`src/hw/rtl/fust_pkg.sv`:
```
// ---------------------------------------------------------------------------
// fust_pkg
// shared types and constants for the first unique symbol tracker
// ---------------------------------------------------------------------------
package fust_pkg;

  // width of the symbol field on the ports
  localparam int SYM_W = 5;

  // default alphabet size, letters a through z
  localparam int DEF_ALPHABET_SIZE = 26;

  // contents of one queue cell as seen by its neighbors
  typedef struct packed {
    logic             valid;
    logic [SYM_W-1:0] sym;
  } link_t;

endpackage

```
`src/hw/rtl/fust_cell.sv`:
```
// ---------------------------------------------------------------------------
// fust_cell
// one slot of the compacting queue of symbols seen exactly once
// ---------------------------------------------------------------------------
module fust_cell (
  input  logic                     clk,
  input  logic                     rst_n,
  input  logic                     step,       // beat accepted this cycle
  input  logic                     restart,    // clear queue before this beat
  input  logic [fust_pkg::SYM_W-1:0] in_sym,
  input  logic                     append,     // symbol is new, goes to tail
  input  logic                     prev_valid, // left neighbor occupied
  input  fust_pkg::link_t          right,      // right neighbor contents
  input  logic                     shift_in,   // removal left of here
  output logic                     shift_out,
  output fust_pkg::link_t          cur,
  output fust_pkg::link_t          nxt
);

  logic                       valid_r;
  logic [fust_pkg::SYM_W-1:0] sym_r;
  logic                       match;

  assign cur.valid = valid_r & ~restart;
  assign cur.sym   = sym_r;

  // symbol repeats: drop it from the queue
  assign match     = cur.valid && (sym_r == in_sym);
  assign shift_out = shift_in | match;

  always_comb begin
    nxt = cur;
    if (shift_out) begin
      nxt = right;
    end else if (append && !cur.valid && prev_valid) begin
      nxt.valid = 1'b1;
      nxt.sym   = in_sym;
    end
  end

  always_ff @(posedge clk) begin
    if (!rst_n) begin
      valid_r <= 1'b0;
    end else if (step) begin
      valid_r <= nxt.valid;
    end
  end

  always_ff @(posedge clk) begin
    if (step) begin
      sym_r <= nxt.sym;
    end
  end

endmodule

```
`src/hw/rtl/first_unique_symbol_tracker_top.sv`:
```
// ---------------------------------------------------------------------------
// first_unique_symbol_tracker_top
// reports the earliest-seen symbol that has occurred exactly once
// ---------------------------------------------------------------------------
// usage:
//   in channel:  one symbol per beat, in_tdata[4:0] = letter index (0 = a),
//                in_tuser = restart, which clears all history before the
//                symbol of the same beat is taken
//   out channel: one result beat per input beat, out_tdata[4:0] = symbol,
//                out_tuser = found; the symbol reads 0 when nothing is found
//   symbols at or above ALPHABET_SIZE change no history but still produce
//   a result beat with the current answer
// latency and throughput:
//   the result of a beat is registered and appears in the cycle after it is accepted;
//   one beat is taken per cycle as long as the output register is empty or being
//   drained that same cycle; a removal ripples combinationally through the cell row
// reset: all cells empty, all symbols unseen, no result pending
// stall: while a result waits on out_tready low, in_tready drops and the
//   held result stays stable
// ---------------------------------------------------------------------------
module first_unique_symbol_tracker_top #(
  parameter int ALPHABET_SIZE = fust_pkg::DEF_ALPHABET_SIZE
) (
  input  logic       clk,
  input  logic       rst_n,
  input  logic       in_tvalid,
  output logic       in_tready,
  input  logic [7:0] in_tdata,   // [4:0] symbol, [7:5] zero fill
  input  logic       in_tuser,   // [0] restart
  output logic       out_tvalid,
  input  logic       out_tready,
  output logic [7:0] out_tdata,  // [4:0] unique_symbol, [7:5] zero fill
  output logic       out_tuser   // [0] found
);

  localparam int SW = fust_pkg::SYM_W;

  logic                     step;
  logic                     restart;
  logic [SW-1:0]            in_sym;
  logic                     in_range;
  logic                     seen_hit;
  logic                     append;

  // symbols seen since the last restart, once or more
  logic [ALPHABET_SIZE-1:0] seen_r;
  logic [ALPHABET_SIZE-1:0] seen_nxt;
  logic [ALPHABET_SIZE-1:0] seen_eff;
  logic [ALPHABET_SIZE-1:0] sym_onehot;

  // queue of once-seen symbols, oldest in cell 0
  fust_pkg::link_t          cur_lnk [ALPHABET_SIZE];
  fust_pkg::link_t          cell_nxt [ALPHABET_SIZE];
  fust_pkg::link_t          head_nxt;
  logic [ALPHABET_SIZE:0]   shift_chain;

  // output register
  logic                     out_valid_r;
  logic                     out_found_r;
  logic [SW-1:0]            out_sym_r;

  assign in_tready = !out_valid_r || out_tready;
  assign step      = in_tvalid && in_tready;
  assign restart   = step && in_tuser;
  assign in_sym    = in_tdata[SW-1:0];
  assign in_range  = 32'(in_sym) < 32'(ALPHABET_SIZE);

  // seen lookup, one compare per alphabet entry
  generate
    for (genvar i = 0; i < ALPHABET_SIZE; i++) begin : g_seen
      assign sym_onehot[i] = in_range && (32'(in_sym) == 32'(i));
    end
  endgenerate

  assign seen_eff = restart ? '0 : seen_r;
  assign seen_hit = |(seen_eff & sym_onehot);
  assign seen_nxt = seen_eff | sym_onehot;
  // first occurrence joins the tail; a second one leaves the queue via match
  assign append   = in_range && !seen_hit;

  always_ff @(posedge clk) begin
    if (!rst_n) begin
      seen_r <= '0;
    end else if (step) begin
      seen_r <= seen_nxt;
    end
  end

  // row of cells; a removal shifts everything to its right one place left
  assign shift_chain[0] = 1'b0;

  generate
    for (genvar k = 0; k < ALPHABET_SIZE; k++) begin : g_cell
      logic            prev_v;
      fust_pkg::link_t right_lnk;

      if (k == 0) begin : g_first
        assign prev_v = 1'b1;
      end else begin : g_rest
        assign prev_v = cur_lnk[k-1].valid;
      end

      if (k == ALPHABET_SIZE - 1) begin : g_last
        assign right_lnk = '0;
      end else begin : g_inner
        assign right_lnk = cur_lnk[k+1];
      end

      fust_cell u_cell (
        .clk        (clk),
        .rst_n      (rst_n),
        .step       (step),
        .restart    (restart),
        .in_sym     (in_sym),
        .append     (append),
        .prev_valid (prev_v),
        .right      (right_lnk),
        .shift_in   (shift_chain[k]),
        .shift_out  (shift_chain[k+1]),
        .cur        (cur_lnk[k]),
        .nxt        (cell_nxt[k])
      );
    end
  endgenerate

  // the answer is whatever lands in the head cell
  assign head_nxt = cell_nxt[0];

  always_ff @(posedge clk) begin
    if (!rst_n) begin
      out_valid_r <= 1'b0;
    end else if (step) begin
      out_valid_r <= 1'b1;
    end else if (out_tready) begin
      out_valid_r <= 1'b0;
    end
  end

  always_ff @(posedge clk) begin
    if (step) begin
      out_found_r <= head_nxt.valid;
      out_sym_r   <= head_nxt.valid ? head_nxt.sym : '0;
    end
  end

  assign out_tvalid = out_valid_r;
  assign out_tuser  = out_found_r;
  assign out_tdata  = {(8 - SW)'(0), out_sym_r};

endmodule

```
`config.mk`:
```
export PLATFORM = sky130hd
export DESIGN_NAME = first_unique_symbol_tracker_top
export DESIGN_NICKNAME = d
export VERILOG_FILES = /design/src/hw/rtl/fust_pkg.sv /design/src/hw/rtl/fust_cell.sv /design/src/hw/rtl/first_unique_symbol_tracker_top.sv
export SDC_FILE = /design/constraint.sdc
export NUM_CORES = 1
export LEC_CHECK = 0
export BUFFER_PORTS_ARGS = -buffer_cell sky130_fd_sc_hd__buf_2
export CELL_PAD_IN_SITES_DETAIL_PLACEMENT = 0
export CELL_PAD_IN_SITES_GLOBAL_PLACEMENT = 1
export CORE_MARGIN = 2
export CORE_UTILIZATION = 57
export CTS_BUF_LIST = sky130_fd_sc_hd__clkbuf_16
export DETAILED_ROUTE_END_ITERATION = 10
export GPL_ROUTABILITY_DRIVEN = 0
export GPL_TIMING_DRIVEN = 0
export HOLD_SLACK_MARGIN = 0.1
export PLACE_DENSITY_LB_ADDON = 0.1
export REMOVE_ABC_BUFFERS = 1
export SLEW_MARGIN = 20
export SYNTH_ARGS = -nofsm -noshare
export SYNTH_HDL_FRONTEND = slang
export SYNTH_HIERARCHICAL = 1
export SYNTH_SLANG_ARGS = --single-unit
export TNS_END_PERCENT = 100
```
`constraint.sdc`:
```
create_clock -name clk -period 27.8 [get_ports clk]
set_input_delay 1.39 -clock clk [delete_from_list [all_inputs] [get_ports clk]]
set_output_delay 1.39 -clock clk [all_outputs]
set_load 0.05 [all_outputs]
```
Yosys cells after proc, flatten, opt, wreduce, memory -nomap -nowiden
Index checks and enable logic that the tools add are counted.
- $lt $le $gt $ge: 1
- equality and inequality tests: 51
- muxes and demuxes: 55
- bitwise gates (word level): 54
- reduce and logical (&&, ||, !) cells: 188
- operators with widths (kind ; count):
    6-bit 2-to-1 mux ; 52
    5-bit equality test ; 26
    1-bit logical AND ; 106
    2-bit nonzero test ; 26
    5-bit equality test (second input constant) ; 10
    2-bit AND reduction ; 25
    5-bit by 4-bit equality test with 1-bit output (second input constant) ; 8
    1-bit zero test ; 28
    1-bit AND ; 26
    26-bit AND ; 1
    26-bit 2-to-1 mux ; 1
    26-bit bitwise OR ; 1
    26-bit OR reduction ; 1
    1-bit bitwise OR ; 25
    5-bit by 3-bit equality test with 1-bit output (second input constant) ; 4
    5-bit by 2-bit equality test with 1-bit output (second input constant) ; 2
    5-bit by 1-bit equality test with 1-bit output (second input constant) ; 1
    5-bit zero test ; 1
    5-bit < comparator (second input constant) ; 1
    1-bit 2-to-1 mux ; 2
    1-bit logical OR ; 1
    1-bit inverter ; 1
- flip-flop bits (word level): 189
- input bits: 13
- output and inout bits: 11
- word-level logic and storage cells: 405

Depth between registers and ports, before layout
- depth in word-level cells: 34
- depth in mapped cells: 58
- depth with buffers taken out: 58

Hierarchy
The synthesis kept the hierarchy.
- by module, submodules not included (module ; instances ; cells an instance ; area each (um^2) ; sequential area each (um^2)):
    fust_cell ; 26 ; 36 ; 441.7 ; 170.2
    first_unique_symbol_tracker_top ; 1 ; 193 ; 1717.9 ; 720.7

Worst setup path after synthesis
No wires, ideal clock.
- kind: in2reg
- start point: input out_tready
- end point: register g_cell[25].u_cell.valid_r
- arrival time: 14224 ps
- data required time: 27679 ps
- setup slack: 13455 ps
- stages: 58
- buffers on the path: 0
- path through: nand2b_1 nand3_1 inv_1 nand2b_4 nor4_2 a21oi_2 inv_1 a21oi_2 inv_1 a21oi_2 inv_1 a21oi_2 inv_1 a21oi_2 inv_1 a21oi_2 inv_1 a21oi_2 (+22 left out) inv_1 a21oi_2 inv_1 a21oi_2 inv_1 a21oi_2 inv_1 a21oi_2 inv_1 a21oi_2 inv_1 a21oi_2 inv_1 a21oi_2 inv_1 a211oi_1 a21oi_1 a41o_1
- longest elaborated chain between the ends: 32
- ends and longest elaborated chain (element ; RTL line ; source):
    start, declared ; first_unique_symbol_tracker_top.sv:31 ; input logic out_tready,
    1-bit logical OR ; first_unique_symbol_tracker_top.sv:62 ; assign in_tready = !out_valid_r || out_tready;
    1-bit logical AND ; first_unique_symbol_tracker_top.sv:63 ; assign step = in_tvalid && in_tready;
    1-bit logical AND ; first_unique_symbol_tracker_top.sv:64 ; assign restart = step && in_tuser;
    net restart ; first_unique_symbol_tracker_top.sv:39 ; logic restart;
    1-bit inverter ; fust_cell.sv:24 ; assign cur.valid = valid_r & ~restart;
    1-bit AND ; fust_cell.sv:24 ;
    1-bit logical AND ; fust_cell.sv:28 ; assign match = cur.valid && (sym_r == in_sym);
    net shift_chain[1] ; first_unique_symbol_tracker_top.sv:55 ; logic [ALPHABET_SIZE:0] shift_chain;
    (+1 left out) ; -- ;
    net shift_chain[2] ; first_unique_symbol_tracker_top.sv:55 ;
    (+1 left out) ; -- ;
    net shift_chain[3] ; first_unique_symbol_tracker_top.sv:55 ;
    (+1 left out) ; -- ;
    net shift_chain[4] ; first_unique_symbol_tracker_top.sv:55 ;
    (+1 left out) ; -- ;
    net shift_chain[5] ; first_unique_symbol_tracker_top.sv:55 ;
    (+1 left out) ; -- ;
    net shift_chain[6] ; first_unique_symbol_tracker_top.sv:55 ;
    (+1 left out) ; -- ;
    net shift_chain[7] ; first_unique_symbol_tracker_top.sv:55 ;
    (+1 left out) ; -- ;
    net shift_chain[8] ; first_unique_symbol_tracker_top.sv:55 ;
    (+1 left out) ; -- ;
    net shift_chain[9] ; first_unique_symbol_tracker_top.sv:55 ;
    (+1 left out) ; -- ;
    net shift_chain[10] ; first_unique_symbol_tracker_top.sv:55 ;
    (+1 left out) ; -- ;
    net shift_chain[11] ; first_unique_symbol_tracker_top.sv:55 ;
    (+1 left out) ; -- ;
    net shift_chain[12] ; first_unique_symbol_tracker_top.sv:55 ;
    (+1 left out) ; -- ;
    net shift_chain[13] ; first_unique_symbol_tracker_top.sv:55 ;
    (+1 left out) ; -- ;
    net shift_chain[14] ; first_unique_symbol_tracker_top.sv:55 ;
    (+1 left out) ; -- ;
    net shift_chain[15] ; first_unique_symbol_tracker_top.sv:55 ;
    (+1 left out) ; -- ;
    net shift_chain[16] ; first_unique_symbol_tracker_top.sv:55 ;
    (+1 left out) ; -- ;
    net shift_chain[17] ; first_unique_symbol_tracker_top.sv:55 ;
    (+1 left out) ; -- ;
    net shift_chain[18] ; first_unique_symbol_tracker_top.sv:55 ;
    (+1 left out) ; -- ;
    net shift_chain[19] ; first_unique_symbol_tracker_top.sv:55 ;
    (+1 left out) ; -- ;
    net shift_chain[20] ; first_unique_symbol_tracker_top.sv:55 ;
    (+1 left out) ; -- ;
    net shift_chain[21] ; first_unique_symbol_tracker_top.sv:55 ;
    (+1 left out) ; -- ;
    net shift_chain[22] ; first_unique_symbol_tracker_top.sv:55 ;
    1-bit bitwise OR ; fust_cell.sv:29 ; assign shift_out = shift_in | match;
    net shift_chain[23] ; first_unique_symbol_tracker_top.sv:55 ;
    1-bit bitwise OR ; fust_cell.sv:29 ;
    net shift_chain[24] ; first_unique_symbol_tracker_top.sv:55 ;
    1-bit bitwise OR ; fust_cell.sv:29 ;
    net shift_chain[25] ; first_unique_symbol_tracker_top.sv:55 ;
    1-bit bitwise OR ; fust_cell.sv:29 ;
    6-bit 2-to-1 mux ; fust_cell.sv:33 ; if (shift_out) begin
    end signal, assigned ; fust_cell.sv:45 ; valid_r <= nxt.valid;
    end, declared ; fust_cell.sv:20 ; logic valid_r;
The timed path passes the listed nets, and every way through them passes these cells. The select of a mux whose other input is x is not followed.
A chain may end at the register's enable or synchronous reset.

Final worst setup path
- start point: input out_tready
- end point: register g_cell[25].u_cell/sym_r[3] (netlist bit), data pin
- longest elaborated chain between the ends: 31
- ends and longest elaborated chain (element ; RTL line ; source):
    1-bit logical OR ; first_unique_symbol_tracker_top.sv:62 ;
    1-bit logical AND ; first_unique_symbol_tracker_top.sv:63 ;
    1-bit logical AND ; first_unique_symbol_tracker_top.sv:64 ;
    net restart ; first_unique_symbol_tracker_top.sv:39 ;
    1-bit inverter ; fust_cell.sv:24 ;
    1-bit AND ; fust_cell.sv:24 ;
    1-bit logical AND ; fust_cell.sv:28 ;
    net shift_chain[1] ; first_unique_symbol_tracker_top.sv:55 ;
    (+1 left out) ; -- ;
    net shift_chain[2] ; first_unique_symbol_tracker_top.sv:55 ;
    (+1 left out) ; -- ;
    net shift_chain[3] ; first_unique_symbol_tracker_top.sv:55 ;
    (+1 left out) ; -- ;
    net shift_chain[4] ; first_unique_symbol_tracker_top.sv:55 ;
    (+1 left out) ; -- ;
    net shift_chain[5] ; first_unique_symbol_tracker_top.sv:55 ;
    (+1 left out) ; -- ;
    net shift_chain[6] ; first_unique_symbol_tracker_top.sv:55 ;
    (+1 left out) ; -- ;
    net shift_chain[7] ; first_unique_symbol_tracker_top.sv:55 ;
    (+1 left out) ; -- ;
    net shift_chain[8] ; first_unique_symbol_tracker_top.sv:55 ;
    (+1 left out) ; -- ;
    net shift_chain[9] ; first_unique_symbol_tracker_top.sv:55 ;
    (+1 left out) ; -- ;
    net shift_chain[10] ; first_unique_symbol_tracker_top.sv:55 ;
    (+1 left out) ; -- ;
    net shift_chain[11] ; first_unique_symbol_tracker_top.sv:55 ;
    (+1 left out) ; -- ;
    net shift_chain[12] ; first_unique_symbol_tracker_top.sv:55 ;
    (+1 left out) ; -- ;
    net shift_chain[13] ; first_unique_symbol_tracker_top.sv:55 ;
    (+1 left out) ; -- ;
    net shift_chain[14] ; first_unique_symbol_tracker_top.sv:55 ;
    (+1 left out) ; -- ;
    net shift_chain[15] ; first_unique_symbol_tracker_top.sv:55 ;
    (+1 left out) ; -- ;
    net shift_chain[16] ; first_unique_symbol_tracker_top.sv:55 ;
    (+1 left out) ; -- ;
    net shift_chain[17] ; first_unique_symbol_tracker_top.sv:55 ;
    (+1 left out) ; -- ;
    net shift_chain[18] ; first_unique_symbol_tracker_top.sv:55 ;
    (+1 left out) ; -- ;
    net shift_chain[19] ; first_unique_symbol_tracker_top.sv:55 ;
    (+1 left out) ; -- ;
    net shift_chain[20] ; first_unique_symbol_tracker_top.sv:55 ;
    (+1 left out) ; -- ;
    net shift_chain[21] ; first_unique_symbol_tracker_top.sv:55 ;
    (+1 left out) ; -- ;
    net shift_chain[22] ; first_unique_symbol_tracker_top.sv:55 ;
    1-bit bitwise OR ; fust_cell.sv:29 ;
    net shift_chain[23] ; first_unique_symbol_tracker_top.sv:55 ;
    1-bit bitwise OR ; fust_cell.sv:29 ;
    net shift_chain[24] ; first_unique_symbol_tracker_top.sv:55 ;
    1-bit bitwise OR ; fust_cell.sv:29 ;
    net shift_chain[25] ; first_unique_symbol_tracker_top.sv:55 ;
    1-bit bitwise OR ; fust_cell.sv:29 ;
    end signal, assigned ; fust_cell.sv:51 ; sym_r <= nxt.sym;
    end, declared ; fust_cell.sv:21 ; logic [fust_pkg::SYM_W-1:0] sym_r;
The timed path passes the listed nets, and every way through them passes these cells.

==> summary.md <==
| Metric | Value |
|---|---|
| Status | finished clean |
| # DRC | 0 |
| Layout cell share with drive strength beyond 1 | 0.334 |
| IO Count | 24 |
| Post-Synthesis Cells | 1103 |
| Worst rel slew slack | 0.510 |
| CP arrival | 16.82 ns |
| GR peak layer | met2 |
| Worst r2r path cells | 57 |
| Met1 GRT Util | 0.288 |
| Diodes inserted | 0 |
| Largest net degree at the start of global routing | 80 |
| Post-CTS Hold Buffers | 0 |
| Clock Sinks | 189 |
| Hold path depth | 2 |
| Die area | 24200 um2 |
| Clock root buffer | clkbuf_16 |
| GR Util All Layers | 0.213 |
| Critical Path RT | 28.11 ns |
| Element type at the critical path end | register |
| Clock slew at reported path FFs | 0.08 ns |
| Max Cap Viol | 0 |
| CP max FO | 28 |
| Most used cell, CP | a21oi_2 |
| Worst Tran Pin Value | 0.735 ns |
| Row count | between 50 and 60 |
| Syn_area_per_cell | 11.9 um2 |
| Met2 Use GR | 0.366 |
| Setup TNS | 0 ns |
| Core area | approximately 23000 um2 |
| Most frequent cells in the layout | 136 x edfxtp_1, 131 x mux2_2, 130 x xor2_1, 83 x inv_1, 78 x mux2_4 |
| Initial antenna violation count | 0 |
| Total Nets Final | 1130 |
| Vias in the first global route | 8226 |
| Min Tclk post-route | 16.50 ns |
| Critical path class | input port to register |
| DR vias | roughly 8100 |
| Setup crit start kind | input port |
| Starting density of the core | 0.579 |
| Worst-case clock skew | between 0.015 and 0.02 ns |
| Mapped Area | ~13000 um2 |
| Initial DRC Count | 402 |
| P&R area growth vs syn | 8.32% |
| Cell area power density | 53.6 nW/um2 |
| Setup Fix Bufs, Post-CTS | 0 |
| CTS tree | built |
| F_max | 60.6 MHz |
| Grt total ovfl | 0 |
| P_leak | 5.73 nW |
| CTS H-tree lvls | 4 |
| Detailed Route WL | 24.9 mm |
| Post-CTS sizing | 0 |
| Commonest non-fill, non-tap cell in the layout | edfxtp_1 |
| Number of buffers created by CTS | 17 |
| Final HPWL from detailed placement | 16.6 mm |
| Max VDD drop | 37.0 uV |
| DR pass1 iterations | 4 |
| Final Hold Viols | 0 |
| First-pass GRT wire length | 41.8 mm |
| WL/cell | ~18 um |
| Post-DRT Antenna Nets | 0 |
| Clk_lat worst skew | 0.43 ns |
| Count of final setup violators | 0 |
| Max incr delay on CP | around 0.7 ns |
| Hold crit path type | register to register |
| Slew Viols, Final | 0 |
| Tcrit/Tclk final | 0.594 |
| CTS Buffer Depth | 2 |
| Vias/cell | 5.74 |
| Die span in y | 155 um |
| Crit-path slowest cell | inv_2 |
| Ys Warns | 6 |
| RSZ-0062 raised after global routing | no |
| Met3 Usage GRT | 0.0312 |
| Total power | roughly 0.76 mW |
| IO Port Bufs | 17 |
| Width of the die | 155 um |
-- stage by stage --
step	std cells	hold slack (ns)	util	instance area [um2]	setup slack, ns
2_1_floorplan	1071	0.439	-	12900	13.44
3_3_place_gp	1373	0.457	0.590	13300	10.09
3_5_place_dp	1383	0.458	0.601	13600	10.87
4_1_cts	1415	0.467	0.627	14200	11.26
5_1_grt	1415	0.488	0.627	14200	9.92
6_report	1415	0.463	0.627	14200	11.30
-- registers in the layout, indices dropped and copies added (netlist names) --
name,cells
out_sym_r,5
g_cell.u_cell/valid_r,26
seen_r,26
out_tvalid,1
g_cell.u_cell/sym_r,130
out_tuser,1
-- per-layer routing --
layer  vias to the layer above  share of wire
met5                         -              0
met4                         0         0.0069
met2                        74           0.49
met1                      3962           0.49
li1                       4074              -
met3                        15          0.022
-- path summary, 6_finish.rpt --
kind,slack [ns],end,from
hold reg to reg,0.46,seen_r[17],seen_r[17]
hold / removal,0.46,seen_r[17],seen_r[17]
setup reg to reg,12.05,g_cell[25].u_cell/sym_r[3],out_tvalid
setup / recovery,11.30,g_cell[25].u_cell/sym_r[3],out_tready
-- critical path, delay by kind of cell --
family	cells	cell delay, ns
AO/OA/AOI/OAI	26	9.50
buffers and inverters	27	4.63
AND/OR/NAND/NOR	4	1.03
multiplexers	1	0.23
-- power breakdown --
part           internal, mW  leakage, nW  switching [mW]  total (mW)
registers             0.333         1.75          0.0195       0.352
clock network         0.142        0.297           0.110       0.252
logic                0.0785         3.69          0.0766       0.155
-- area by class of cell --
cell class | count | area, um2
Inverter | 82 | 308
Fill cell | 1874 | 8410
Multi-Input combinational cell | 800 | 7440
Clock inverter | 15 | 171
Clock buffer | 17 | 425
Sequential cell | 189 | 5140
Tap cell | 285 | 357
Timing Repair Buffer | 27 | 317
Note: power is estimated with default switching activity, not from simulation.
